## src/rtl/rmq_pkg.sv

```systemverilog
`timescale 1ns / 1ps
// ----------------------------------------------------------------------------
// rmq_pkg
// Shared types and constants for the rotation matrix to quaternion block.
// ----------------------------------------------------------------------------
package rmq_pkg;

  localparam int ENTRY_W = 16;  // matrix entry width
  localparam int TRACE_W = 18;  // sum of three entries
  localparam int MAG_W   = 17;  // magnitude of an entry sum or difference
  localparam int QUO_W   = 17;  // quotient bits incl. one overflow bit
  localparam int COMP_W  = 16;  // quaternion component width

  localparam logic [COMP_W-1:0] COMP_MAX = 16'h7fff;
  localparam logic [COMP_W-1:0] COMP_MIN = 16'h8000;

  typedef enum logic [1:0] {
    IDX_W = 2'd0,
    IDX_X = 2'd1,
    IDX_Y = 2'd2,
    IDX_Z = 2'd3
  } comp_idx_t;

  // per-item side data carried along the cell chain
  typedef struct packed {
    comp_idx_t                     idx;
    logic                          degen;
    logic [2:0][MAG_W-1:0]         mag;
    logic [2:0]                    neg;
  } rmq_pay_t;

endpackage

```

## src/rtl/rmq_back.sv

```systemverilog
`timescale 1ns / 1ps
// ----------------------------------------------------------------------------
// rmq_back
// Sign, saturation and component placement into the output register.
// ----------------------------------------------------------------------------
module rmq_back import rmq_pkg::*; #(
  parameter int SQ_W = 15
) (
  input  logic                   clk,
  input  logic                   rst_n,
  input  logic                   up_valid,
  output logic                   up_ready,
  input  logic [2:0][QUO_W-1:0]  quo_in,
  input  logic [SQ_W-1:0]        root_in,
  input  rmq_pay_t               pay_in,
  output logic                   dn_valid,
  input  logic                   dn_ready,
  output logic [3:0][COMP_W-1:0] q_out,
  output logic [1:0]             idx_out,
  output logic                   degen_out
);

  logic                    valid_r;
  logic [3:0][COMP_W-1:0]  q_r, q_nxt;
  logic [1:0]              idx_r;
  logic                    degen_r;
  logic [2:0][COMP_W-1:0]  lane;
  logic [COMP_W-1:0]       big;
  logic [COMP_W-1:0]       mq;
  logic                    ovf;

  always_comb begin
    for (int i = 0; i < 3; i++) begin
      ovf = quo_in[i][QUO_W-1];
      mq  = quo_in[i][COMP_W-1:0];
      if (pay_in.neg[i]) begin
        lane[i] = (ovf || (mq > COMP_MIN)) ? COMP_MIN : COMP_W'(-mq);
      end else begin
        lane[i] = (ovf || (mq > COMP_MAX)) ? COMP_MAX : mq;
      end
    end
    big = (SQ_W'(root_in) > SQ_W'(COMP_MAX)) ? COMP_MAX : COMP_W'(root_in);
    for (int c = 0; c < 4; c++) begin
      if (pay_in.degen) begin
        q_nxt[c] = '0;
      end else if (c == int'(pay_in.idx)) begin
        q_nxt[c] = big;
      end else if (c < int'(pay_in.idx)) begin
        q_nxt[c] = lane[c];
      end else begin
        q_nxt[c] = lane[c-1];
      end
    end
  end

  assign up_ready = !valid_r || dn_ready;

  always_ff @(posedge clk) begin
    if (!rst_n) begin
      valid_r <= 1'b0;
    end else if (up_ready) begin
      valid_r <= up_valid;
    end
  end

  always_ff @(posedge clk) begin
    if (up_ready && up_valid) begin
      q_r     <= q_nxt;
      idx_r   <= pay_in.idx;
      degen_r <= pay_in.degen;
    end
  end

  assign dn_valid  = valid_r;
  assign q_out     = q_r;
  assign idx_out   = idx_r;
  assign degen_out = degen_r;

endmodule

```

## config.mk

```make
export PLATFORM = sky130hd
export DESIGN_NAME = rmq_back
export DESIGN_NICKNAME = d
export VERILOG_FILES = /design/src/rtl/rmq_pkg.sv /design/src/rtl/rmq_back.sv
export SDC_FILE = /design/constraint.sdc
export NUM_CORES = 1
export LEC_CHECK = 0
export BUFFER_PORTS_ARGS = -buffer_cell sky130_fd_sc_hd__buf_4
export CORE_UTILIZATION = 45
export DETAILED_ROUTE_END_ITERATION = 16
export HOLD_SLACK_MARGIN = 0.1
export PLACE_DENSITY = 0.8
export SLEW_MARGIN = 20
export SYNTH_ARGS = -nofsm -noshare
export SYNTH_HDL_FRONTEND = slang
export SYNTH_SLANG_ARGS = --single-unit
export TNS_END_PERCENT = 100
```

## constraint.sdc

```tcl
create_clock -name clk -period 2.4 [get_ports clk]
set_clock_uncertainty 0.15 [all_clocks]
set_input_delay 0.12 -clock clk [delete_from_list [all_inputs] [get_ports clk]]
set_output_delay 0.12 -clock clk [all_outputs]
set_load 0.01 [all_outputs]
```

* Yosys cells after proc, flatten, opt, wreduce, memory -nomap -nowiden
Index checks and enable logic that the tools add are counted.
** Cells by class
- Add/subtract/negate cells :: 3
- Magnitude comparators :: 10
- Equality and inequality tests :: 3
- Mux-type cells :: 17
- Reductions and logical operators :: 10
** Operator list (count)
- 16-bit 2-to-1 mux :: 16
- 16-bit by 15-bit > comparator with 1-bit output (second input constant) :: 3
- 16-bit > comparator (second input constant) :: 3
- 16-bit negator :: 3
- 15-bit > comparator (second input constant) :: 1
- 15-bit 2-to-1 mux :: 1
- 1-bit logical OR :: 7
- 2-bit == test (first input constant) :: 2
- 1-bit by 2-bit less-than comparator with 1-bit output (first input constant) :: 2
- 1-bit by 2-bit == test with 1-bit output (first input constant) :: 1
- 2-bit zero test :: 1
- 2-bit less-than comparator (first input constant) :: 1
- 1-bit logical AND :: 1
- 1-bit zero test :: 1
** Word-level totals
- Register bits :: 68
- Bits of input ports :: 127
- Output and inout port bits :: 69
- Logic and storage cells :: 50

* Longest topological paths before layout
- Depth in word-level cells :: 6
- Mapped depth :: 9
- Depth with buffers taken out :: 7

* Least setup slack after synthesis
Ideal clock, no wire load.
- Kind :: reg-to-reg
- Start :: register valid_r, in the netlist dn_valid
- End :: register degen_r, in the netlist degen_out (enable)
- Library setup time :: 432 ps
- Data arrival time :: 2089 ps
- Setup slack :: -272 ps
- Stages on the path, launching flop included :: 3
- Period minus slack after synthesis :: 2672 ps
- Cell sequence :: dfxtp_1 nand2b_1 and2_1
** Between the ends
- Longest elaborated chain between the ends :: 3
** RTL lines
- start: declaration :: line rmq_back.sv:23 : logic valid_r;
- start signal: assignment :: line rmq_back.sv:62 : valid_r <= up_valid;
- 1-bit zero test :: line rmq_back.sv:56 : assign up_ready = !valid_r || dn_ready;
- 1-bit logical OR :: line rmq_back.sv:56
- net up_ready :: line rmq_back.sv:12 : output logic up_ready,
- 1-bit logical AND :: line rmq_back.sv:67 : if (up_ready && up_valid) begin
- end signal: assignment :: line rmq_back.sv:70 : degen_r <= pay_in.degen;
- end: declaration :: line rmq_back.sv:26 : logic degen_r;
The timed path passes the listed nets, and every way through them passes these cells.
A chain may end at the register's enable or synchronous reset.

* Worst setup path after layout
- Start :: input port quo_in[12] in the netlist's numbering
- End :: register q_r (netlist bit q_out[12]), data pin
** Between the ends
- Longest elaborated chain between the ends :: 6
- Elaborated cells between the ends (all ways) :: 10
- Those cells by class :: 1 x add/sub; 2 x order compare; 5 x mux; 2 x reduce/logical
** RTL lines
- start: declaration :: line rmq_back.sv:13 : input logic [2:0][QUO_W-1:0] quo_in,
- 16-bit by 15-bit > comparator with 1-bit output or 16-bit > comparator (tied branches) :: line rmq_back.sv:39, rmq_back.sv:37
- 1-bit logical OR, on equally long branches :: line rmq_back.sv:39, rmq_back.sv:37
- 16-bit 2-to-1 mux, on equally long branches :: line rmq_back.sv:39, rmq_back.sv:37
- 16-bit 2-to-1 mux (*) :: line rmq_back.sv:36 : if (pay_in.neg[i]) begin
- 16-bit 2-to-1 mux (*) :: line rmq_back.sv:48 : end else if (c < int'(pay_in.idx)) begin
- 16-bit 2-to-1 mux (*) :: line rmq_back.sv:46 : end else if (c == int'(pay_in.idx)) begin
- end signal: assignment :: line rmq_back.sv:68 : q_r <= q_nxt;
- end: declaration :: line rmq_back.sv:24 : logic [3:0][COMP_W-1:0] q_r, q_nxt;
Every way passes the cells marked *; elsewhere a longest branch is shown, timed or not. The select of a mux whose other input is x is not followed.

==> results.yml <==
grt:
  grt_max_degree: 68
  first_global_vias: 5092
  track_usage_pct: 29.6
  grt_pass1_wl_mm: 26.5
  antenna_found_initial: 0
  grt_busiest_layer: "met2"
  grt_use_met2_pct: 43.3
  use_met1_pct: 41.7
  grt_overflow_total: 0
  use_met3_pct: 4.94
clocking:
  root_buffer: "clkbuf_16"
  cts.htree.levels: 3
  cts.sinks: 68
  clk_pin_slew_ns: 0.06
  cts-buffers-inserted: 9
  post_cts.repair.setup_buffers: 0
  cts_max_path_buffers: 2
  cts_tree: "built"
  clkLatencyLatePin_ns: 0.34
detailed_routing:
  viasPerCell: 6.51
  final_antenna_net_count: 0
  wl_per_cell_um: 19.6
  drt-total-wl_mm: 17.4
  first_pass_iters: 5
  drt_iter0_markers: 596
  drc: 0
  vias: 5795
synthesis:
  synth_fp_nets: 710
  netlist_instances: 580
  syn_avg_cell_area_um2: 8.79
  yosys.area.top_type: "edfxtp_1"
  ys_seq_elements: 68
  postSynth.asyncResetShare_pct: 0
  ys_seq_area_share_pct: 39.9
  synth_edf_count: 67
  synth_top_area_share_pct: 39.5
  ys.warnings.count: 0
  syn_area_um2: 5100
  ys_types: 72
  synth_area_leaders: "edfxtp_1, a21oi_1, nand3_1, nand2_1, a221oi_1"
  synthFlopType: "edfxtp_1"
power_and_ir_drop:
  p_sw_share_pct: 29.8
  switchingPower_uw: 1070
  seqPwrFrac_pct: 40.4
  irDropWorstVdd_v: 0.000420
  internal_power_uw: 2520
  total_power_uw: 3580
  p_comb_share_pct: 26.2
  clock_power_share_pct: 33.4
  leakage_uw: 0.00270
  power.density_nw_per_um2: 516
sta:
  slew_violations: 0
  post-route-min-period_ns: 2.22
  clock.fmax_mhz: 450
  hold_violations: 0
  tightest_slew_ns: 1.09
  finalSetupTns_ns: 0
  slew_headroom_pct: 26.8
  finalSetupViolations: 0
  rsz0062_at_grt: "no"
  fin_crit_sh_pct: 92.6
critical_path:
  rr_worst_depth: 3
  crit_required_ns: 2.46
  cp-start-kind: "primary input"
  path_class: "primary input to flop"
  worst-path-max-fanout: 7
  endpoint_kind: "flop"
  arrival_ns: 2.28
floorplanning:
  rows: 38
  die_area_um2: 11800
  die_w_um: 108
  core_um2: 10900
  io_pins: 196
  initial_core_util_pct: 46.6
  dieHeight_um: 108
layout:
  stdcell_count: 890
  nFillCells: 947
  final_layout_size_suffix_gt1_share_pct: 30.3
  area_growth_pct: 36.1
  antenna_cells: 0
  fin_util_pct: 63.4
  fin_nets: 875
flow_run:
  maxCapViolCount: 0
run_status:
  status: "finished clean"
worst_hold_path:
  min_path_cells: 3
  hold_path_class: "primary input to flop"
placed_design:
  dp.cells: 854
  hpwl_mm: 12.7
  port_buffers: 144
  gp_congestion: 0.971
## layer usage
| metal | share of wire, % | up-vias |
|---|---|---|
| met5 | 0 | - |
| met4 | 4.2 | 0 |
| met3 | 9.7 | 62 |
| met2 | 43 | 384 |
| met1 | 43 | 2696 |
| li1 | - | 2653 |
## layout make-up
class | count | area, um2 | share of cell area (%)
clock buffers | 11 | 233 | 3.35
well taps | 140 | 175 | 2.53
repair buffers | 199 | 1580 | 22.8
flip-flops and latches | 68 | 2030 | 29.3
clock inverters | 5 | 28.8 | 0.415
multi-input cells | 448 | 2820 | 40.6
inverters | 19 | 71.3 | 1.03
## worst max-delay path: stages
cell and delay (ns):
dlygate4sd3_1 0.54, buf_4 0.17, nor4_2 0.30, nand4_1 0.19, buf_4 0.21, nand2_1 0.13, nor2_1 0.10, o41ai_2 0.34
buf_4 0.18
## sequential cells by signal (all words and copies together) (netlist names)
name,flops
degen_out,1
dn_valid,1
idx_out,2
q_out,64
## cell usage after synthesis (3+ instances only)
| library cell | count |
|---|---|
| o22ai_1 | 4 |
| ha_1 | 3 |
| nor4_1 | 6 |
| nand4_1 | 12 |
| nor3_2 | 3 |
| a221oi_1 | 19 |
| nand2b_1 | 5 |
| nor2_1 | 44 |
| buf_2 | 4 |
| o22a_1 | 3 |
| edfxtp_1 | 67 |
| a41o_1 | 5 |
| nand2_1 | 51 |
| o2111ai_1 | 8 |
| and4_1 | 3 |
| and2_1 | 3 |
| or3_1 | 11 |
| or2_2 | 6 |
| o21ai_0 | 25 |
| a311oi_1 | 4 |
| a211oi_1 | 15 |
| inv_1 | 17 |
| a21oi_1 | 55 |
| a211o_1 | 4 |
| a31oi_1 | 17 |
| mux2i_1 | 4 |
| nand3_1 | 45 |
| nor3_1 | 19 |
| nand3b_1 | 7 |
| clkbuf_1 | 37 |
| o211ai_1 | 13 |
| and3_1 | 4 |
| mux2_2 | 4 |
| o311ai_0 | 5 |
## per-stage QoR
step | hold slack, ns | cell area (um2) | setup WS, ns
global placement | 0.233 | 6460 | 0.116
detailed placement | 0.246 | 6460 | 0.0473
global route | 0.131 | 6940 | 0.0453
floorplan | 0.0689 | 5100 | 0.375
CTS | 0.117 | 6920 | 0.0564
finish | 0.119 | 6940 | 0.176
## cell families (layout without fill, tap and decap cells)
logic type               count (synthesis)  count (layout)  share of synthesized area (%)
multiplexers                             8               8                           1.67
AO/OA/AOI/OAI                          205             205                           28.6
buffers and inverters                   64             234                           5.18
flip-flops                              68              68                           39.9
AND/OR/NAND/NOR                        232             232                           24.0
adder cells (fa/ha/maj)                  3               3                          0.737
## worst paths after layout
kind / endpoint / slack (ns) / from
worst max-delay path: q_out[12]$_SDFFCE_PP0P_ / 0.18 / quo_in[12]
worst min-delay path: q_out[60]$_SDFFCE_PP0P_ / 0.12 / root_in[12]
worst max register to register: q_out[0]$_SDFFCE_PP0P_ / 0.98 / dn_valid$_SDFFE_PN0N_
worst min register to register: q_out[56]$_SDFFCE_PP0P_ / 0.91 / dn_valid$_SDFFE_PN0N_
## placed cells by master, fill, tap and decap left out, types with 6 or more instances in the layout
cell type / n
o2111ai_1: 8
o211ai_1: 13
nand3b_1: 7
o21ai_0: 25
nor3_1: 19
a31oi_1: 17
nand3_1: 45
nand2_1: 51
nand4_1: 12
a211oi_1: 15
clkbuf_16: 9
or3_1: 11
buf_4: 176
a21oi_1: 55
dlygate4sd3_1: 20
or2_2: 6
edfxtp_1: 67
nor2_1: 44
a221oi_1: 19
inv_1: 17
## power by group through the flow
stage          sequential (uW)  clock (uW)  combinational, uW
2_1_floorplan             1510           0                398
3_3_place_gp              1470           0                881
3_5_place_dp              1470           0                890
4_1_cts                   1450        1200                922
5_1_grt                   1450        1250               1010
6_report                  1450        1200                937
## what timing repair did
item                                    4_1_cts  5_1_grt
endpoints found under the hold margin        30        0
hold buffers                                 20        0
gates resized for setup                       0        2
endpoints found under the setup margin        0        1
Power figures use the tool's default switching activity.
