File: src/rtl/rmq_pkg.sv
`timescale 1ns / 1ps
// ----------------------------------------------------------------------------
// rmq_pkg
// Shared types and constants for the rotation matrix to quaternion block.
// ----------------------------------------------------------------------------
package rmq_pkg;

  localparam int ENTRY_W = 16;  // matrix entry width
  localparam int TRACE_W = 18;  // sum of three entries
  localparam int MAG_W   = 17;  // magnitude of an entry sum or difference
  localparam int QUO_W   = 17;  // quotient bits incl. one overflow bit
  localparam int COMP_W  = 16;  // quaternion component width

  localparam logic [COMP_W-1:0] COMP_MAX = 16'h7fff;
  localparam logic [COMP_W-1:0] COMP_MIN = 16'h8000;

  typedef enum logic [1:0] {
    IDX_W = 2'd0,
    IDX_X = 2'd1,
    IDX_Y = 2'd2,
    IDX_Z = 2'd3
  } comp_idx_t;

  // per-item side data carried along the cell chain
  typedef struct packed {
    comp_idx_t                     idx;
    logic                          degen;
    logic [2:0][MAG_W-1:0]         mag;
    logic [2:0]                    neg;
  } rmq_pay_t;

endpackage

File: src/rtl/rmq_front.sv
`timescale 1ns / 1ps
// ----------------------------------------------------------------------------
// rmq_front
// Trace combinations, largest pick, radicand and entry sums/differences.
// ----------------------------------------------------------------------------
module rmq_front import rmq_pkg::*; #(
  parameter int FRAC_BITS = 14,
  parameter int RAD_W     = 19,
  parameter int V_W       = 30
) (
  input  logic                       clk,
  input  logic                       rst_n,
  input  logic                       up_valid,
  output logic                       up_ready,
  input  logic signed [ENTRY_W-1:0]  r00, r01, r02,
  input  logic signed [ENTRY_W-1:0]  r10, r11, r12,
  input  logic signed [ENTRY_W-1:0]  r20, r21, r22,
  output logic                       dn_valid,
  input  logic                       dn_ready,
  output logic [V_W-1:0]             v_out,
  output rmq_pay_t                   pay_out
);

  logic                       valid_r;
  logic [V_W-1:0]             v_r, v_nxt;
  rmq_pay_t                   pay_r, pay_nxt;

  logic signed [TRACE_W-1:0]  a00, a11, a22;
  logic signed [TRACE_W-1:0]  t0, t1, t2, t3, best;
  logic signed [RAD_W-1:0]    rad;
  logic signed [MAG_W-1:0]    dxw, dyw, dzw, sxy, sxz, syz;
  logic signed [MAG_W-1:0]    d0, d1, d2;
  comp_idx_t                  idx;
  logic                       degen;

  assign a00 = TRACE_W'(r00);
  assign a11 = TRACE_W'(r11);
  assign a22 = TRACE_W'(r22);

  always_comb begin
    t0 = a00 + a11 + a22;
    t1 = a00 - a11 - a22;
    t2 = a11 - a00 - a22;
    t3 = a22 - a00 - a11;
    // strict compare keeps ties on the lower index
    best = t0;
    idx  = IDX_W;
    if (t1 > best) begin
      best = t1;
      idx  = IDX_X;
    end
    if (t2 > best) begin
      best = t2;
      idx  = IDX_Y;
    end
    if (t3 > best) begin
      best = t3;
      idx  = IDX_Z;
    end
    rad   = RAD_W'(best) + (RAD_W'(1) << FRAC_BITS);
    degen = rad[RAD_W-1] || (rad == '0);

    dxw = MAG_W'(r12) - MAG_W'(r21);
    dyw = MAG_W'(r20) - MAG_W'(r02);
    dzw = MAG_W'(r01) - MAG_W'(r10);
    sxy = MAG_W'(r01) + MAG_W'(r10);
    sxz = MAG_W'(r20) + MAG_W'(r02);
    syz = MAG_W'(r12) + MAG_W'(r21);

    unique case (idx)
      IDX_W: begin
        d0 = dxw; d1 = dyw; d2 = dzw;
      end
      IDX_X: begin
        d0 = dxw; d1 = sxy; d2 = sxz;
      end
      IDX_Y: begin
        d0 = dyw; d1 = sxy; d2 = syz;
      end
      default: begin
        d0 = dzw; d1 = sxz; d2 = syz;
      end
    endcase

    pay_nxt.idx    = idx;
    pay_nxt.degen  = degen;
    pay_nxt.neg    = {d2[MAG_W-1], d1[MAG_W-1], d0[MAG_W-1]};
    pay_nxt.mag[0] = d0[MAG_W-1] ? MAG_W'(-d0) : MAG_W'(d0);
    pay_nxt.mag[1] = d1[MAG_W-1] ? MAG_W'(-d1) : MAG_W'(d1);
    pay_nxt.mag[2] = d2[MAG_W-1] ? MAG_W'(-d2) : MAG_W'(d2);
    v_nxt = degen ? '0 : (V_W'(rad[RAD_W-2:0]) << (FRAC_BITS - 2));
  end

  assign up_ready = !valid_r || dn_ready;

  always_ff @(posedge clk) begin
    if (!rst_n) begin
      valid_r <= 1'b0;
    end else if (up_ready) begin
      valid_r <= up_valid;
    end
  end

  always_ff @(posedge clk) begin
    if (up_ready && up_valid) begin
      v_r   <= v_nxt;
      pay_r <= pay_nxt;
    end
  end

  assign dn_valid = valid_r;
  assign v_out    = v_r;
  assign pay_out  = pay_r;

endmodule

File: config.mk
export PLATFORM = sky130hd
export DESIGN_NAME = rmq_front
export DESIGN_NICKNAME = d
export VERILOG_FILES = /design/src/rtl/rmq_pkg.sv /design/src/rtl/rmq_front.sv
export SDC_FILE = /design/constraint.sdc
export NUM_CORES = 1
export LEC_CHECK = 0
export BUFFER_PORTS_ARGS = -buffer_cell sky130_fd_sc_hd__buf_2
export CORE_UTILIZATION = 60
export DETAILED_ROUTE_END_ITERATION = 10
export HOLD_SLACK_MARGIN = 0.06
export MAX_ROUTING_LAYER = met4
export PLACE_DENSITY_LB_ADDON = 0.25
export SYNTH_ARGS = -nofsm -noshare
export SYNTH_HDL_FRONTEND = slang
export SYNTH_SLANG_ARGS = --single-unit
File: constraint.sdc
create_clock -name clk -period 24.5 [get_ports clk]
set_clock_uncertainty 0.1 [all_clocks]
set_input_delay 2.45 -clock clk [delete_from_list [all_inputs] [get_ports clk]]
set_output_delay 2.45 -clock clk [all_outputs]
set_load 0.005 [all_outputs]
## Word level (Yosys, flattened, before mapping)

Cells that the tools add are included.

| word-level totals | value |
|---|---|
| flip-flop bits (word level) | 88 |
| output and inout port bits | 89 |
| input port bits | 148 |

| operators by class | value |
|---|---|
| add/sub/neg operators | 18 |
| $lt $le $gt $ge | 3 |
| mux-type cells | 12 |
| reductions and logical operators | 8 |
| eq/ne operators | 2 |

Operator list:

| kind | number |
|---|---|
| 17-bit one-hot mux with 2 select lines | 3 |
| 16-bit by 16-bit subtractor with 17-bit output | 6 |
| 16-bit by 16-bit adder with 17-bit output | 4 |
| 18-bit greater-than comparator | 3 |
| 18-bit two-way mux | 3 |
| 17-bit by 16-bit subtractor with 18-bit output | 3 |
| 17-bit negator | 3 |
| 16-bit two-way mux | 3 |
| 18-bit by 16-bit adder with 19-bit output (second input constant) | 1 |
| 19-bit zero test | 1 |
| 17-bit by 16-bit adder with 18-bit output | 1 |
| 2-bit two-way mux | 2 |
| 2-bit OR reduction | 2 |
| 2-bit by 1-bit equality test with 1-bit output (second input constant) | 1 |
| 2-bit equality test (second input constant) | 1 |
| 2-bit zero test | 1 |
| 1-bit logical OR | 2 |
| 1-bit logical AND | 1 |
| 1-bit zero test | 1 |
| 1-bit two-way mux | 1 |

## Longest topological paths before layout

| logic depth | value |
|---|---|
| depth after elaboration | 13 |
| depth in mapped cells | 68 |

## Least setup slack after synthesis

OpenSTA, ideal clock, no wires.

| path | value |
|---|---|
| path type | input to register |
| start | in r00[3] |
| end | reg pay_r (netlist bit pay_out[52]) (data pin) |
| data arrival time | 14.232 ns |
| buffers on the path | 8 |
| path slack | 9.910 ns |
| library setup time | 0.258 ns |
| cell stages on the path | 61 |
| path through | inv_1 > fa_1 > buf_6 > inv_1 > ha_1 > o21a_1 > o31a_1 > o41a_1 > a21o_1 > a21o_1 > a21o_1 > a21o_1 > a21oi_1 > xnor2_1 > ha_1 > nand3_1 > nor2_1 > nor4b_1 > [25 not listed] > or2_2 > clkbuf_1 > and2_1 > nor2_2 > buf_2 > inv_1 > buf_2 > ha_1 > clkbuf_1 > a22o_1 > or2_2 > a221o_1 > a2111o_1 > a2111oi_0 > mux2i_1 > a2111oi_1 > a31oi_1 > xnor2_1 |

RTL lines:

| item | RTL line | source |
|---|---|---|
| start, declared | rmq_front.sv:15 | `input logic signed [ENTRY_W-1:0] r00, r01, r02,` |
| end signal, assigned | rmq_front.sv:107 | `pay_r <= pay_nxt;` |
| end, declared | rmq_front.sv:26 | `rmq_pay_t pay_r, pay_nxt;` |

==> PnR_summary.wiki <==
{| class="wikitable"
! Metric !! Value
|-
| Proportion of layout cells with a drive suffix above 1 || approximately 14%
|-
| Hold violation count in the final report || 0
|-
| Tcrit/Tclk final || about 67%
|-
| Kind of end point of the critical path || flip-flop
|-
| Global route overflow || 0
|-
| Register-to-Register Path Depth || 3
|-
| Library cells used by synthesis || 93
|-
| Setup repair after global routing missed its margin || no
|-
| Final ANT Viol Nets || 0
|-
| Fraction of the yosys area taken by sequential cells || 14.7%
|-
| Capture point of the critical path || pay_out[18]
|-
| Setup Buffers After CTS || 0
|-
| Critical register-to-register path startpoint || dn_valid
|-
| Routability-driven placement congestion ratio || 1.05
|-
| Leading cell type in the layout, fill and taps excluded || sky130_fd_sc_hd__inv_1
|-
| Kind of start point of the critical path || input pin
|-
| Clock tree from TritonCTS || built
|-
| IO buf count || 224
|-
| H-tree Lvls || 3
|-
| Launch point of the critical path || r00[3]
|-
| Number of antenna violations at the first check in global routing || 0
|-
| Number of max-slew violations in the final report || 0
|-
| Hold buffer count at cts || 0
|-
| Largest stage delay on the critical path || 730 ps
|-
| Std cell rows || slightly below 60
|-
| Crit path top cell by count || sky130_fd_sc_hd__a21o_1
|-
| Detailed placer's ending HPWL || 40400 um
|-
| Maximum number of buffers from clock root to sink || 2
|-
| Total via count in the routed design || 14800
|-
| Worst skew pair latency || 360 ps
|-
| Synth Register Bits || 76
|-
| Worst-case hold slack || 457 ps
|-
| Number of synthesized flops with an enable pin || 75
|-
| Die area || 26500 sq um
|-
| Number of detailed-route iterations in the first pass || 6
|-
| Post-cts repair resize count || 0
|-
| Number of max-cap violations || 0
|-
| Root Buffer Master || sky130_fd_sc_hd__clkbuf_16
|-
| Cell with the largest stage delay on the worst path || sky130_fd_sc_hd__fa_1
|-
| Number of DRC violations after detailed routing || 0
|-
| Run status || finished clean
|-
| Flop-to-flop setup slack || 22610 ps
|-
| Routed wire length per instance || 20.0 um
|-
| Highest net fanout along the worst path || 54
|-
| Nets || 2520
|-
| Gate count after technology mapping || approximately 1900
|-
| Data required time of the worst path || 24490 ps
|-
| Worst Max-Slew Pin Slew || about 1300 ps
|-
| Via-to-Cell Ratio || 6.11
|-
| Average footprint of a synthesized cell || 8.19 sq um
|-
| Pin count of the biggest net entering global routing || between 70 and 80
|-
| Type of the worst setup path || in -> reg
|-
| Die Span Y || 163 um
|-
| Arrival @ worst endpoint || about 16000 ps
|-
| # diodes || 0
|-
| Synth Cell Area || 15500 sq um
|-
| Final TNS setup || 0 ps
|-
| Total Wirelength || 48300 um
|-
| Std-Cell Core Area || 25300 sq um
|-
| Clock-pin slew on the worst setup and hold paths || approximately 70 ps
|-
| Overall fraction of global-route tracks in use || 37.4%
|-
| Filler Cell Count || 2137
|-
| Synth warnings || 0
|-
| Chip width || 163 um
|-
| Initial core utilization || about three fifths
|-
| Worst r2r dst || pay_out[23]
|-
| Clk sinks || 76
|-
| Final setup violation count || 0
|-
| Slew margin rel. || 13.6%
|-
| Growth of design area from synthesis to finish || 10.5%
|-
| Boundary pin count || 237
|-
| Clock period minus worst slack || 16440 ps
|-
| Type of the most critical hold path || reg -> reg
|-
| Share of synthesized registers carrying an async set or reset || 0%
|-
| Pre-CTS setup slack || between 7000 and 8000 ps
|-
| Wire length of the first global-routing pass || between 70000 and 80000 um
|-
| Most frequent cells in the layout || sky130_fd_sc_hd__inv_1, sky130_fd_sc_hd__buf_2, sky130_fd_sc_hd__ha_1
|-
| Final worst setup slack || 8060 ps
|-
| Number of buffers created by CTS || 9
|-
| DR iter-0 viols || 1354
|-
| Maximum clock frequency || 0.0608 GHz
|-
| Via count of the first global-routing pass || 14400
|-
| Most used DFF post-synth || sky130_fd_sc_hd__edfxtp_1
|}
cells by family (layout without fill, tap and decap cells):
kind of cell	after synthesis	after routing	synth area share, %
multiplexers	14	14	0.936
XOR/XNOR	166	166	9.47
flip-flops	76	76	14.7
other	1	12	0.0242
buffers and inverters	301	482	7.81
AO/OA/AOI/OAI	582	582	25.2
AND/OR/NAND/NOR	458	458	14.7
adder cells (fa/ha/maj)	295	295	27.2
routing by layer:
layer	up-vias	routed length (um)	GRT usage [%]
met4	0	2710	20.4
met2	638	24300	66.5
met5	-	0	-
met3	138	2630	2.85
li1	7051	-	-
met1	6935	18600	41.4
Yosys cell counts (12+ instances only):
cell type | n | area, sq um
sky130_fd_sc_hd__nand3_1 | 32 | 160
sky130_fd_sc_hd__nor2_1 | 123 | 462
sky130_fd_sc_hd__o21ai_0 | 105 | 526
sky130_fd_sc_hd__nor3_1 | 38 | 190
sky130_fd_sc_hd__a21o_1 | 44 | 330
sky130_fd_sc_hd__edfxtp_1 | 75 | 2250
sky130_fd_sc_hd__buf_4 | 16 | 120
sky130_fd_sc_hd__a21oi_1 | 162 | 811
sky130_fd_sc_hd__a221o_1 | 12 | 120
sky130_fd_sc_hd__xor2_1 | 46 | 403
sky130_fd_sc_hd__o21bai_1 | 42 | 315
sky130_fd_sc_hd__or3_1 | 12 | 75.1
sky130_fd_sc_hd__inv_1 | 233 | 875
sky130_fd_sc_hd__clkbuf_1 | 37 | 139
sky130_fd_sc_hd__nand2_1 | 114 | 428
sky130_fd_sc_hd__and3_1 | 14 | 87.6
sky130_fd_sc_hd__nor2b_1 | 26 | 163
sky130_fd_sc_hd__a211oi_1 | 23 | 173
sky130_fd_sc_hd__o21a_1 | 15 | 113
sky130_fd_sc_hd__a31oi_1 | 19 | 119
sky130_fd_sc_hd__o31ai_1 | 17 | 128
sky130_fd_sc_hd__fa_1 | 71 | 1420
sky130_fd_sc_hd__xnor2_1 | 119 | 1040
sky130_fd_sc_hd__and2_1 | 15 | 93.8
sky130_fd_sc_hd__nand2b_1 | 23 | 144
sky130_fd_sc_hd__ha_1 | 221 | 2770
sky130_fd_sc_hd__nand4_1 | 13 | 81.3
worst min-delay path by stage:
stage	cells after the start	slack, ps	start	to
floorplan	2	440	dn_valid	dn_valid
global placement	2	410	dn_valid	dn_valid
detailed placement	2	450	dn_valid	dn_valid
CTS	2	460	dn_valid	dn_valid
global route	2	490	dn_valid	dn_valid
finish	2	460	dn_valid	dn_valid
cell type report:
cell class              instances  area [sq um]  area share, %
well taps                     330           413           2.41
flip-flops and latches         76          2270           13.3
clock buffers                   9           225           1.31
multi-input cells            1527         12100           70.4
inverters                     235           882           5.15
repair buffers                231          1170           6.85
clock inverters                 7          97.6          0.570
registers in the layout, indices dropped and copies added (netlist names):
name and flops:
dn_valid 1, pay_out 57, v_out 18
through the flow:
stage	area, sq um	cells	util, %
floorplan	15500	1904	-
global placement	16800	2399	66.5
detailed placement	16800	2399	66.5
CTS	17100	2415	67.8
global route	17100	2415	67.8
finish	17100	2415	67.8
critical path, delay by kind of cell:
kind	cells	cell delay [ps]
adder cells (fa/ha/maj)	6	2240
buffers and inverters	9	2270
AND/OR/NAND/NOR	15	3350
AO/OA/AOI/OAI	27	5500
XOR/XNOR	3	550
Power is left out: the tool's default activity adds up to more than one toggle a clock period on the data nets, which glitch-free logic cannot reach.
