--- config.mk ---
export PLATFORM = sky130hd
export DESIGN_NAME = rmq_sqrt_cell
export DESIGN_NICKNAME = d
export VERILOG_FILES = /design/src/rtl/rmq_pkg.sv /design/src/rtl/rmq_sqrt_cell.sv
export SDC_FILE = /design/constraint.sdc
export NUM_CORES = 1
export LEC_CHECK = 0
export BUFFER_PORTS_ARGS = -buffer_cell sky130_fd_sc_hd__buf_2
export CAP_MARGIN = 10
export CORE_MARGIN = 2
export CORE_UTILIZATION = 45
export DETAILED_ROUTE_END_ITERATION = 7
export PLACE_DENSITY_LB_ADDON = 0.08
export SYNTH_ARGS = -nofsm -noshare
export SYNTH_HDL_FRONTEND = slang
export SYNTH_SLANG_ARGS = --single-unit
--- constraint.sdc ---
create_clock -name clk -period 4.5 [get_ports clk]
set_input_delay 0.9 -clock clk [delete_from_list [all_inputs] [get_ports clk]]
set_output_delay 0.9 -clock clk [all_outputs]
set_load 0.05 [all_outputs]
--- src/rtl/rmq_pkg.sv ---
`timescale 1ns / 1ps
// ----------------------------------------------------------------------------
// rmq_pkg
// Shared types and constants for the rotation matrix to quaternion block.
// ----------------------------------------------------------------------------
package rmq_pkg;

  localparam int ENTRY_W = 16;  // matrix entry width
  localparam int TRACE_W = 18;  // sum of three entries
  localparam int MAG_W   = 17;  // magnitude of an entry sum or difference
  localparam int QUO_W   = 17;  // quotient bits incl. one overflow bit
  localparam int COMP_W  = 16;  // quaternion component width

  localparam logic [COMP_W-1:0] COMP_MAX = 16'h7fff;
  localparam logic [COMP_W-1:0] COMP_MIN = 16'h8000;

  typedef enum logic [1:0] {
    IDX_W = 2'd0,
    IDX_X = 2'd1,
    IDX_Y = 2'd2,
    IDX_Z = 2'd3
  } comp_idx_t;

  // per-item side data carried along the cell chain
  typedef struct packed {
    comp_idx_t                     idx;
    logic                          degen;
    logic [2:0][MAG_W-1:0]         mag;
    logic [2:0]                    neg;
  } rmq_pay_t;

endpackage

--- src/rtl/rmq_sqrt_cell.sv ---
`timescale 1ns / 1ps
// ----------------------------------------------------------------------------
// rmq_sqrt_cell
// One root bit of a digit-by-digit integer square root.
// ----------------------------------------------------------------------------
module rmq_sqrt_cell import rmq_pkg::*; #(
  parameter int V_W  = 30,
  parameter int SQ_W = 15
) (
  input  logic             clk,
  input  logic             rst_n,
  input  logic             up_valid,
  output logic             up_ready,
  input  logic [V_W-1:0]   v_in,
  input  logic [SQ_W:0]    rem_in,
  input  logic [SQ_W-1:0]  root_in,
  input  rmq_pay_t         pay_in,
  output logic             dn_valid,
  input  logic             dn_ready,
  output logic [V_W-1:0]   v_out,
  output logic [SQ_W:0]    rem_out,
  output logic [SQ_W-1:0]  root_out,
  output rmq_pay_t         pay_out
);

  logic             valid_r;
  logic [V_W-1:0]   v_r;
  logic [SQ_W:0]    rem_r, rem_nxt;
  logic [SQ_W-1:0]  root_r, root_nxt;
  rmq_pay_t         pay_r;
  logic [SQ_W+2:0]  cur, trial, diff;
  logic             ge;

  always_comb begin
    cur      = {rem_in, v_in[V_W-1 -: 2]};
    trial    = {1'b0, root_in, 2'b01};
    diff     = cur - trial;
    ge       = cur >= trial;
    rem_nxt  = ge ? diff[SQ_W:0] : cur[SQ_W:0];
    root_nxt = {root_in[SQ_W-2:0], ge};
  end

  assign up_ready = !valid_r || dn_ready;

  always_ff @(posedge clk) begin
    if (!rst_n) begin
      valid_r <= 1'b0;
    end else if (up_ready) begin
      valid_r <= up_valid;
    end
  end

  always_ff @(posedge clk) begin
    if (up_ready && up_valid) begin
      v_r    <= v_in << 2;
      rem_r  <= rem_nxt;
      root_r <= root_nxt;
      pay_r  <= pay_in;
    end
  end

  assign dn_valid = valid_r;
  assign v_out    = v_r;
  assign rem_out  = rem_r;
  assign root_out = root_r;
  assign pay_out  = pay_r;

endmodule

**Word level (Yosys, flattened, before mapping)**

Index checks and enable logic that the tools add are counted.

- Output and inout bits: 120
- Memories: 0
- Memory bits (writable): 0
- Latch bits: 0
- Register bits after elaboration: 117
- Bits in read-only memories: 0

- $mul: 0
- $lt $le $gt $ge: 1
- Bitwise logic cells: 0
- Shift-type cells: 0
- Add/subtract/negate cells: 1
- Reduce and logical (&&, ||, !) cells: 3
- Equal/unequal tests: 0
- Mux-type cells: 1
- Div/mod/pow operators: 0

Operators with widths:

| operator | count |
|---|---|
| >= comparator 18 x 17 -> 1 bit | 1 |
| 2-to-1 mux 16 bit | 1 |
| subtractor 16 bit | 1 |
| logical AND 1 bit | 1 |
| logical NOT 1 bit | 1 |
| logical OR 1 bit | 1 |

**Longest topological paths before layout**

Gate-level depths: netlist (run 1).

- Depth in word-level cells: 3
- Mapped depth: 9

**Worst setup path after synthesis (run 1)**

Ideal clock, no wire load.

- Path kind: input port to flip-flop
- Start: in dn_ready
- End: reg pay_r (netlist bit pay_out[0]), enable pin
- Path slack: -0.094 ns
- Library setup time: 0.488 ns
- Stages: 2
- Arrival time: 4.106 ns
- Path buffers: 0
- Path through: nand2b_1 -> and2_1

- Longest elaborated chain between the ends: 2

RTL lines:

| element | RTL line | text |
|---|---|---|
| start, declared | rmq_sqrt_cell.sv:19 | `input logic dn_ready,` |
| logical OR 1 bit | rmq_sqrt_cell.sv:43 | `assign up_ready = !valid_r \|\| dn_ready;` |
| logical AND 1 bit | rmq_sqrt_cell.sv:54 | `if (up_ready && up_valid) begin` |
| end signal, assigned | rmq_sqrt_cell.sv:58 | `pay_r <= pay_in;` |
| end, declared | rmq_sqrt_cell.sv:30 | `rmq_pay_t pay_r;` |

No other way between the ends.
A chain may end at the register's enable or synchronous reset.

**Worst setup path after layout (run 1)**

- Start: in root_in[1]
- End: reg rem_r[2] (netlist: rem_out[2]) (data pin)

- Longest elaborated chain between the ends: 2

RTL lines:

| element | RTL line | text |
|---|---|---|
| start, declared | rmq_sqrt_cell.sv:16 | `input logic [SQ_W-1:0] root_in,` |
| >= comparator 18 x 17 -> 1 bit | rmq_sqrt_cell.sv:38 | `ge = cur >= trial;` |
| 2-to-1 mux 16 bit | rmq_sqrt_cell.sv:39 | `rem_nxt = ge ? diff[SQ_W:0] : cur[SQ_W:0];` |
| via rem_nxt[2] | rmq_sqrt_cell.sv:28 | `logic [SQ_W:0] rem_r, rem_nxt;` |
| end signal, assigned | rmq_sqrt_cell.sv:56 | `rem_r <= rem_nxt;` |
| end, declared | rmq_sqrt_cell.sv:28 |  |

The timed path passes the listed nets, and every way through them passes these cells.

==> reports/metrics.cfg, run 1 <==
[clock_network]
postCtsResizedCells=0
cts_tree=done
clock_path_buffers=2
cts_inserted_buffers=17
clkLatencyLatePin_ns=0.50
cts_setup_buffers=0
cts.reportedPaths.clkPinSlew_ns=0.06
cts.sinks=117
ctsHoldBuffers=0
htreeDepth=4
root_buffer=clkbuf_8

[route]
wl_per_cell_um=15.94
vias=3140
drtIter0Drc=103
drc=0
drt_wl_total_um=10670
firstDrtPassIters=4
viasPerCell=4.694
ant_nets=0

[global_routing]
track_usage_pct=19.44
grt_pass1_wl_um=15950
gr-total-overflow=0
grt_antenna_before_repair=1
grt_max_degree=72
grt_pass1_vias=3101

[die]
floorplan.initialDensity_pct=45.63
dieHeight_um=105.4
io_pins=242
core_area_um2=10140
row_count=37
dieArea_um2=11110
die_w_um=105.4

[sta]
tns_ns=0
fin_crit_sh_pct=58.79
worst_slack_ns=1.854
hold_viol=0
max_clock_freq_mhz=378.0
skew_ns=0.005988
finalMaxSlewViolations=0
worstMarginPinSlew_ns=0.9464
max_slew_margin_pct=36.91
setup_violations=0
rsz0062_at_grt=false
period_minus_slack_ns=2.646

[critical_path]
required_ns=4.76
r2r_end=pay_out[43]
critPathCapture=rem_out[2]
cp_max_fo=16
cpPeakStageDelay_ns=0.38
cp-end-kind=flop
cp_cell_sequence=buf_2, inv_1, ha_1, nand2_1, o21bai_2, a311oi_2, o21ai_1, nand3_4, mux2_2
rr_startpoint=dn_valid
critical_path_cell_count=9
rr_worst_depth=3
slowest_stage=mux2_2
startpoint=root_in[1]
r2r_slack_ns=2.65
critical_path_buf_inv_count=2
crit_type=in -> reg
path_delay_family=compound AO/OA/AOI/OAI gates
cp.arrival_ns=2.90
critPathLaunchType=primary input

[pwr]
cellLeakagePower_nw=2.899
pwr-share-comb_pct=18.9
power_density_nw_per_um2=466.7
p_switching_mw=0.8571
vdd_ir_drop_max_v=0.0001948
pwr-share-clk_pct=38.0
power_switching_share_pct=28.21
p_int_mw=2.181
p_seq_share_pct=43.1

[yosys]
synth_edf_count=116
ys.flop_type=edfxtp_1
seq_area_frac_synth_pct=75.74
syn-cell-area_um2=4626
netlist_instances=262
yosysWarnings=0
synth_cell_types=43
async_reset_ff_share_pct=0
ys_ff_latch=117
post_synth.cell_area_avg_um2=17.66

[placement]
port-buffer-count=239
place.gp.congestion=0.7424
dp_hpwl_um=8019
dpl_cell_area_um2=5992
pre_cts_ws_ns=1.323

[flow_run]
drv_cap=0

[layout]
nets=658
fill_cells=817
final_cell_area_um2=6509
syn2layout_area_growth_pct=40.71
drive_above_1_share_pct=54.70

[worst_hold_path]
hp-class=reg -> reg

[run_status]
outcome=completed

-- worst reg2reg max path, stage by stage (launching register included) --
cell	delay (ns)
dfxtp_1	0.30
nand2b_1	0.10
and2_4	0.76
buf_12	0.35
-- final cells by class --
| class | count | area (um^2) | area share (%) |
|---|---|---|---|
| flip-flops and latches | 117 | 3503 | 53.83 |
| repair buffers | 240 | 1216 | 18.69 |
| multi-input cells | 121 | 1020 | 15.67 |
| clock buffers | 20 | 425.4 | 6.536 |
| well taps | 136 | 170.2 | 2.614 |
| clock inverters | 12 | 88.84 | 1.365 |
| inverters | 22 | 82.58 | 1.269 |
| diodes | 1 | 2.502 | 0.03845 |
-- placed cells by master (no fill, tap or decap), types with 4 or more instances in the layout --
master     Yosys  layout
edfxtp_1     116     116
clkinv_2       0       4
clkbuf_16      0      16
clkinv_1       0       4
xnor2_1        9       9
buf_2          0     239
xor2_1         5       5
a31oi_1        4       4
a21oi_1        9       9
ha_1          17      17
nand2b_1       5       5
o21ai_0        6       6
mux2_4         7       7
inv_1         22      22
mux2_2         6       6
nor2_1        11      11
nand2_1        5       5
-- power groups by stage --
stage	sequential, mW	combinational, mW	clock, mW
global placement	1.33	0.573	0
CTS	1.31	0.580	1.19
detailed placement	1.33	0.578	0
finish	1.31	0.574	1.15
global route	1.32	0.609	1.23
floorplan	1.59	0.164	0
-- registers in the layout (all words and copies together) (netlist names) --
signal,count
root_out,15
dn_valid,1
pay_out,57
v_out,28
rem_out,16
-- how the worst min path moves through the flow --
stage | startpoint | cells after the start | to | slack (ns)
global route | pay_in[10] | 1 | pay_out[10] | 0.53
finish | dn_valid | 2 | dn_valid | 0.53
detailed placement | dn_valid | 2 | dn_valid | 0.53
floorplan | pay_in[0] | 0 | pay_out[0] | 1.0
global placement | dn_valid | 2 | dn_valid | 0.51
CTS | v_in[23] | 1 | v_out[25] | 0.53
-- cell families after synthesis --
family	after synthesis	share of synthesized area, %
buffers and inverters	25	2.353
multiplexers	14	3.949
adder cells (fa/ha/maj)	17	4.598
AND/OR/NAND/NOR	36	4.599
other	1	0.08107
XOR/XNOR	14	2.651
AO/OA/AOI/OAI	38	6.032
flip-flops	117	75.74
-- stage by stage --
stage,cells,power [mW],hold WS [ns],util (%)
5_1_grt,669,3.160,0.5295,64.20
6_report,669,3.038,0.5321,64.20
3_5_place_dp,636,1.909,0.5273,59.10
3_3_place_gp,636,1.903,0.5101,59.10
2_1_floorplan,263,1.755,0.9989,-
4_1_cts,668,3.078,0.5349,64.17
-- layer usage --
metal / vias up / global-route usage, % / share of wire (%)
li1: 1506 / - / -
met3: 18 / 8.287 / 8.7
met5: - / 0 / 0
met2: 126 / 33.18 / 52
met4: 0 / 8.476 / 2.1
met1: 1490 / 21.03 / 38
-- synthesized netlist by cell type, drive strengths merged, types with 3 or more instances --
cell | n | area (um^2)
xor2 | 5 | 43.79
ha | 17 | 212.7
buf | 3 | 26.27
edfxtp | 116 | 3483
nand2 | 5 | 18.77
a31oi | 4 | 25.02
o21ai | 7 | 35.03
a21oi | 9 | 45.04
nor2 | 11 | 41.29
mux2 | 13 | 172.7
nand2b | 5 | 31.28
a21o | 6 | 48.80
xnor2 | 9 | 78.83
inv | 22 | 82.58
No activity file was read; power rests on OpenSTA's default activity.
==> run 2, diff against run 1 <==
- clock period: 4.5 -> 2.7 ns (I/O delays scaled with it)
==> run 2 against run 1 <==
Via count rose by 1.0%. Clock-buffer cell count fell by 2. Largest cell class unchanged. Worst hold slack lost 0.33 ns. Cell area grew 2.3%. Global-route usage rose by 0.13 points.
==> reports/metrics.cfg, run 2 (synthesis gave the netlist of run 1 again) <==
[run_status]
outcome=completed

[sta]
hold_viol=0
max_clock_freq_mhz=458.7
worst_slack_ns=0.5200
rsz0062_at_grt=false
tns_ns=0
skew_ns=0.009424
setup_violations=0
fin_crit_sh_pct=80.74
fin_hold_ws_ns=0.1989
period_minus_slack_ns=2.180
finalMaxSlewViolations=0

[clock_network]
root_buffer=clkbuf_8
htreeDepth=4
ctsHoldBuffers=0
cts.sinks=117
cts_setup_buffers=0
cts.reportedPaths.clkPinSlew_ns=0.06
cts_inserted_buffers=17
cts_tree=done
clkLatencyLatePin_ns=0.51
postCtsResizedCells=0
clock_path_buffers=2

[die]
io_pins=242
row_count=37
core_area_um2=10140
dieArea_um2=11110
floorplan.initialDensity_pct=45.63
die_w_um=105.4
dieHeight_um=105.4

[layout]
post-route-util_pct=65.67
largest_reg_flops=57
syn2layout_area_growth_pct=43.93
final_cell_mix=239 x buf_2, 116 x edfxtp_1, 22 x inv_1, 17 x ha_1, 16 x clkbuf_16
drive_above_1_share_pct=56.78
stdcell_count=682
diodes=0
final_common_cell=buf_2
regArea_um2=3503
fill_cells=776
nets=673
multiInputGateArea_um2=1020

[critical_path]
cp-end-kind=flop
critPathLaunchType=primary input
cp_max_fo=6
crit_type=in -> reg
r2r_end=pay_out[10]
r2r_slack_ns=1.26
rr_worst_depth=3
rr_startpoint=dn_valid
required_ns=2.96
cp.arrival_ns=2.44

[worst_hold_path]
hold_depth=1
min_from=v_in[1]
hp-class=in -> reg
whs_endpoint=v_out[3]

[placement]
port-buffer-count=239
dp_hpwl_um=8168
pre_cts_ws_ns=0.01782
dp_cells=651
place.gp.congestion=0.7538

[route]
vias=3172
viasPerCell=4.651
drc=0
wl_per_cell_um=15.72
drt_wl_total_um=10720
firstDrtPassIters=4
ant_nets=0
drtIter0Drc=114

[global_routing]
grt_max_degree=46
grt_antenna_before_repair=1
grt_pass1_vias=3114
grt_pass1_wl_um=16220
track_usage_pct=19.58
gr-total-overflow=0

[flow_run]
drv_cap=0

[pwr]
cellLeakagePower_nw=2.983
vdd_ir_drop_max_v=0.0003448
power_density_nw_per_um2=773.3

## run 2: changes by cell type in the layout (fill, tap and decap cells not counted)
cell | previous run | this run
buf_12 | 1 | 3
buf_4 | 0 | 13
clkbuf_1 | 3 | 1
clkinv_1 | 4 | 1
clkinvlp_4 | 2 | 4
diode_2 | 1 | 0
inv_6 | 0 | 2
## run 2: area by class of cell
cell class | instances | share of cell area, %
clock inverters | 13 | 1.654
multi-input cells | 121 | 15.32
clock buffers | 18 | 6.277
repair buffers | 255 | 20.33
flip-flops and latches | 117 | 52.62
well taps | 136 | 2.556
inverters | 22 | 1.240
## run 2: power by group
group / switching [mW] / internal, mW / leakage [nW] / total, mW
clock network: 0.770 / 1.21 / 0.251 / 1.98
registers: 0.0251 / 2.15 / 1.13 / 2.18
logic: 0.684 / 0.309 / 1.60 / 0.994
## run 2: critical path, cell delays in order
cell and delay, ns:
buf_2 0.10, inv_1 0.04, ha_1 0.37, nand4_1 0.18, buf_4 0.18, a311oi_2 0.21, o21ai_1 0.18, nand3_4 0.14
buf_4 0.17, mux2_2 0.34
## run 2: through the flow
stage          area [um^2]  power (mW)
3_5_place_dp          6130       3.213
6_report              6658       5.149
4_1_cts               6658       5.212
2_1_floorplan         4632       2.923
3_3_place_gp          6130       3.203
5_1_grt               6658       5.348
## run 2: metal layers
| layer | routed length [um] | track usage, % |
|---|---|---|
| met1 | 4149 | 21.87 |
| met2 | 5461 | 32.86 |
| met3 | 881 | 8.349 |
| met4 | 211 | 8.095 |
| met5 | 16 | 0 |
## run 2: worst max path at each step
stage / start / end / slack [ns] / cells past startpoint
final: root_in[6] / rem_out[15] / 0.52 / 10
after global routing: root_in[7] / rem_out[15] / 0.41 / 10
after CTS: root_in[6] / rem_out[15] / 0.55 / 10
after detailed placement: root_in[6] / rem_out[4] / 0.02 / 10
after global placement: root_in[6] / rem_out[2] / 0.05 / 10
after floorplan: root_in[10] / rem_out[10] / 0.20 / 8
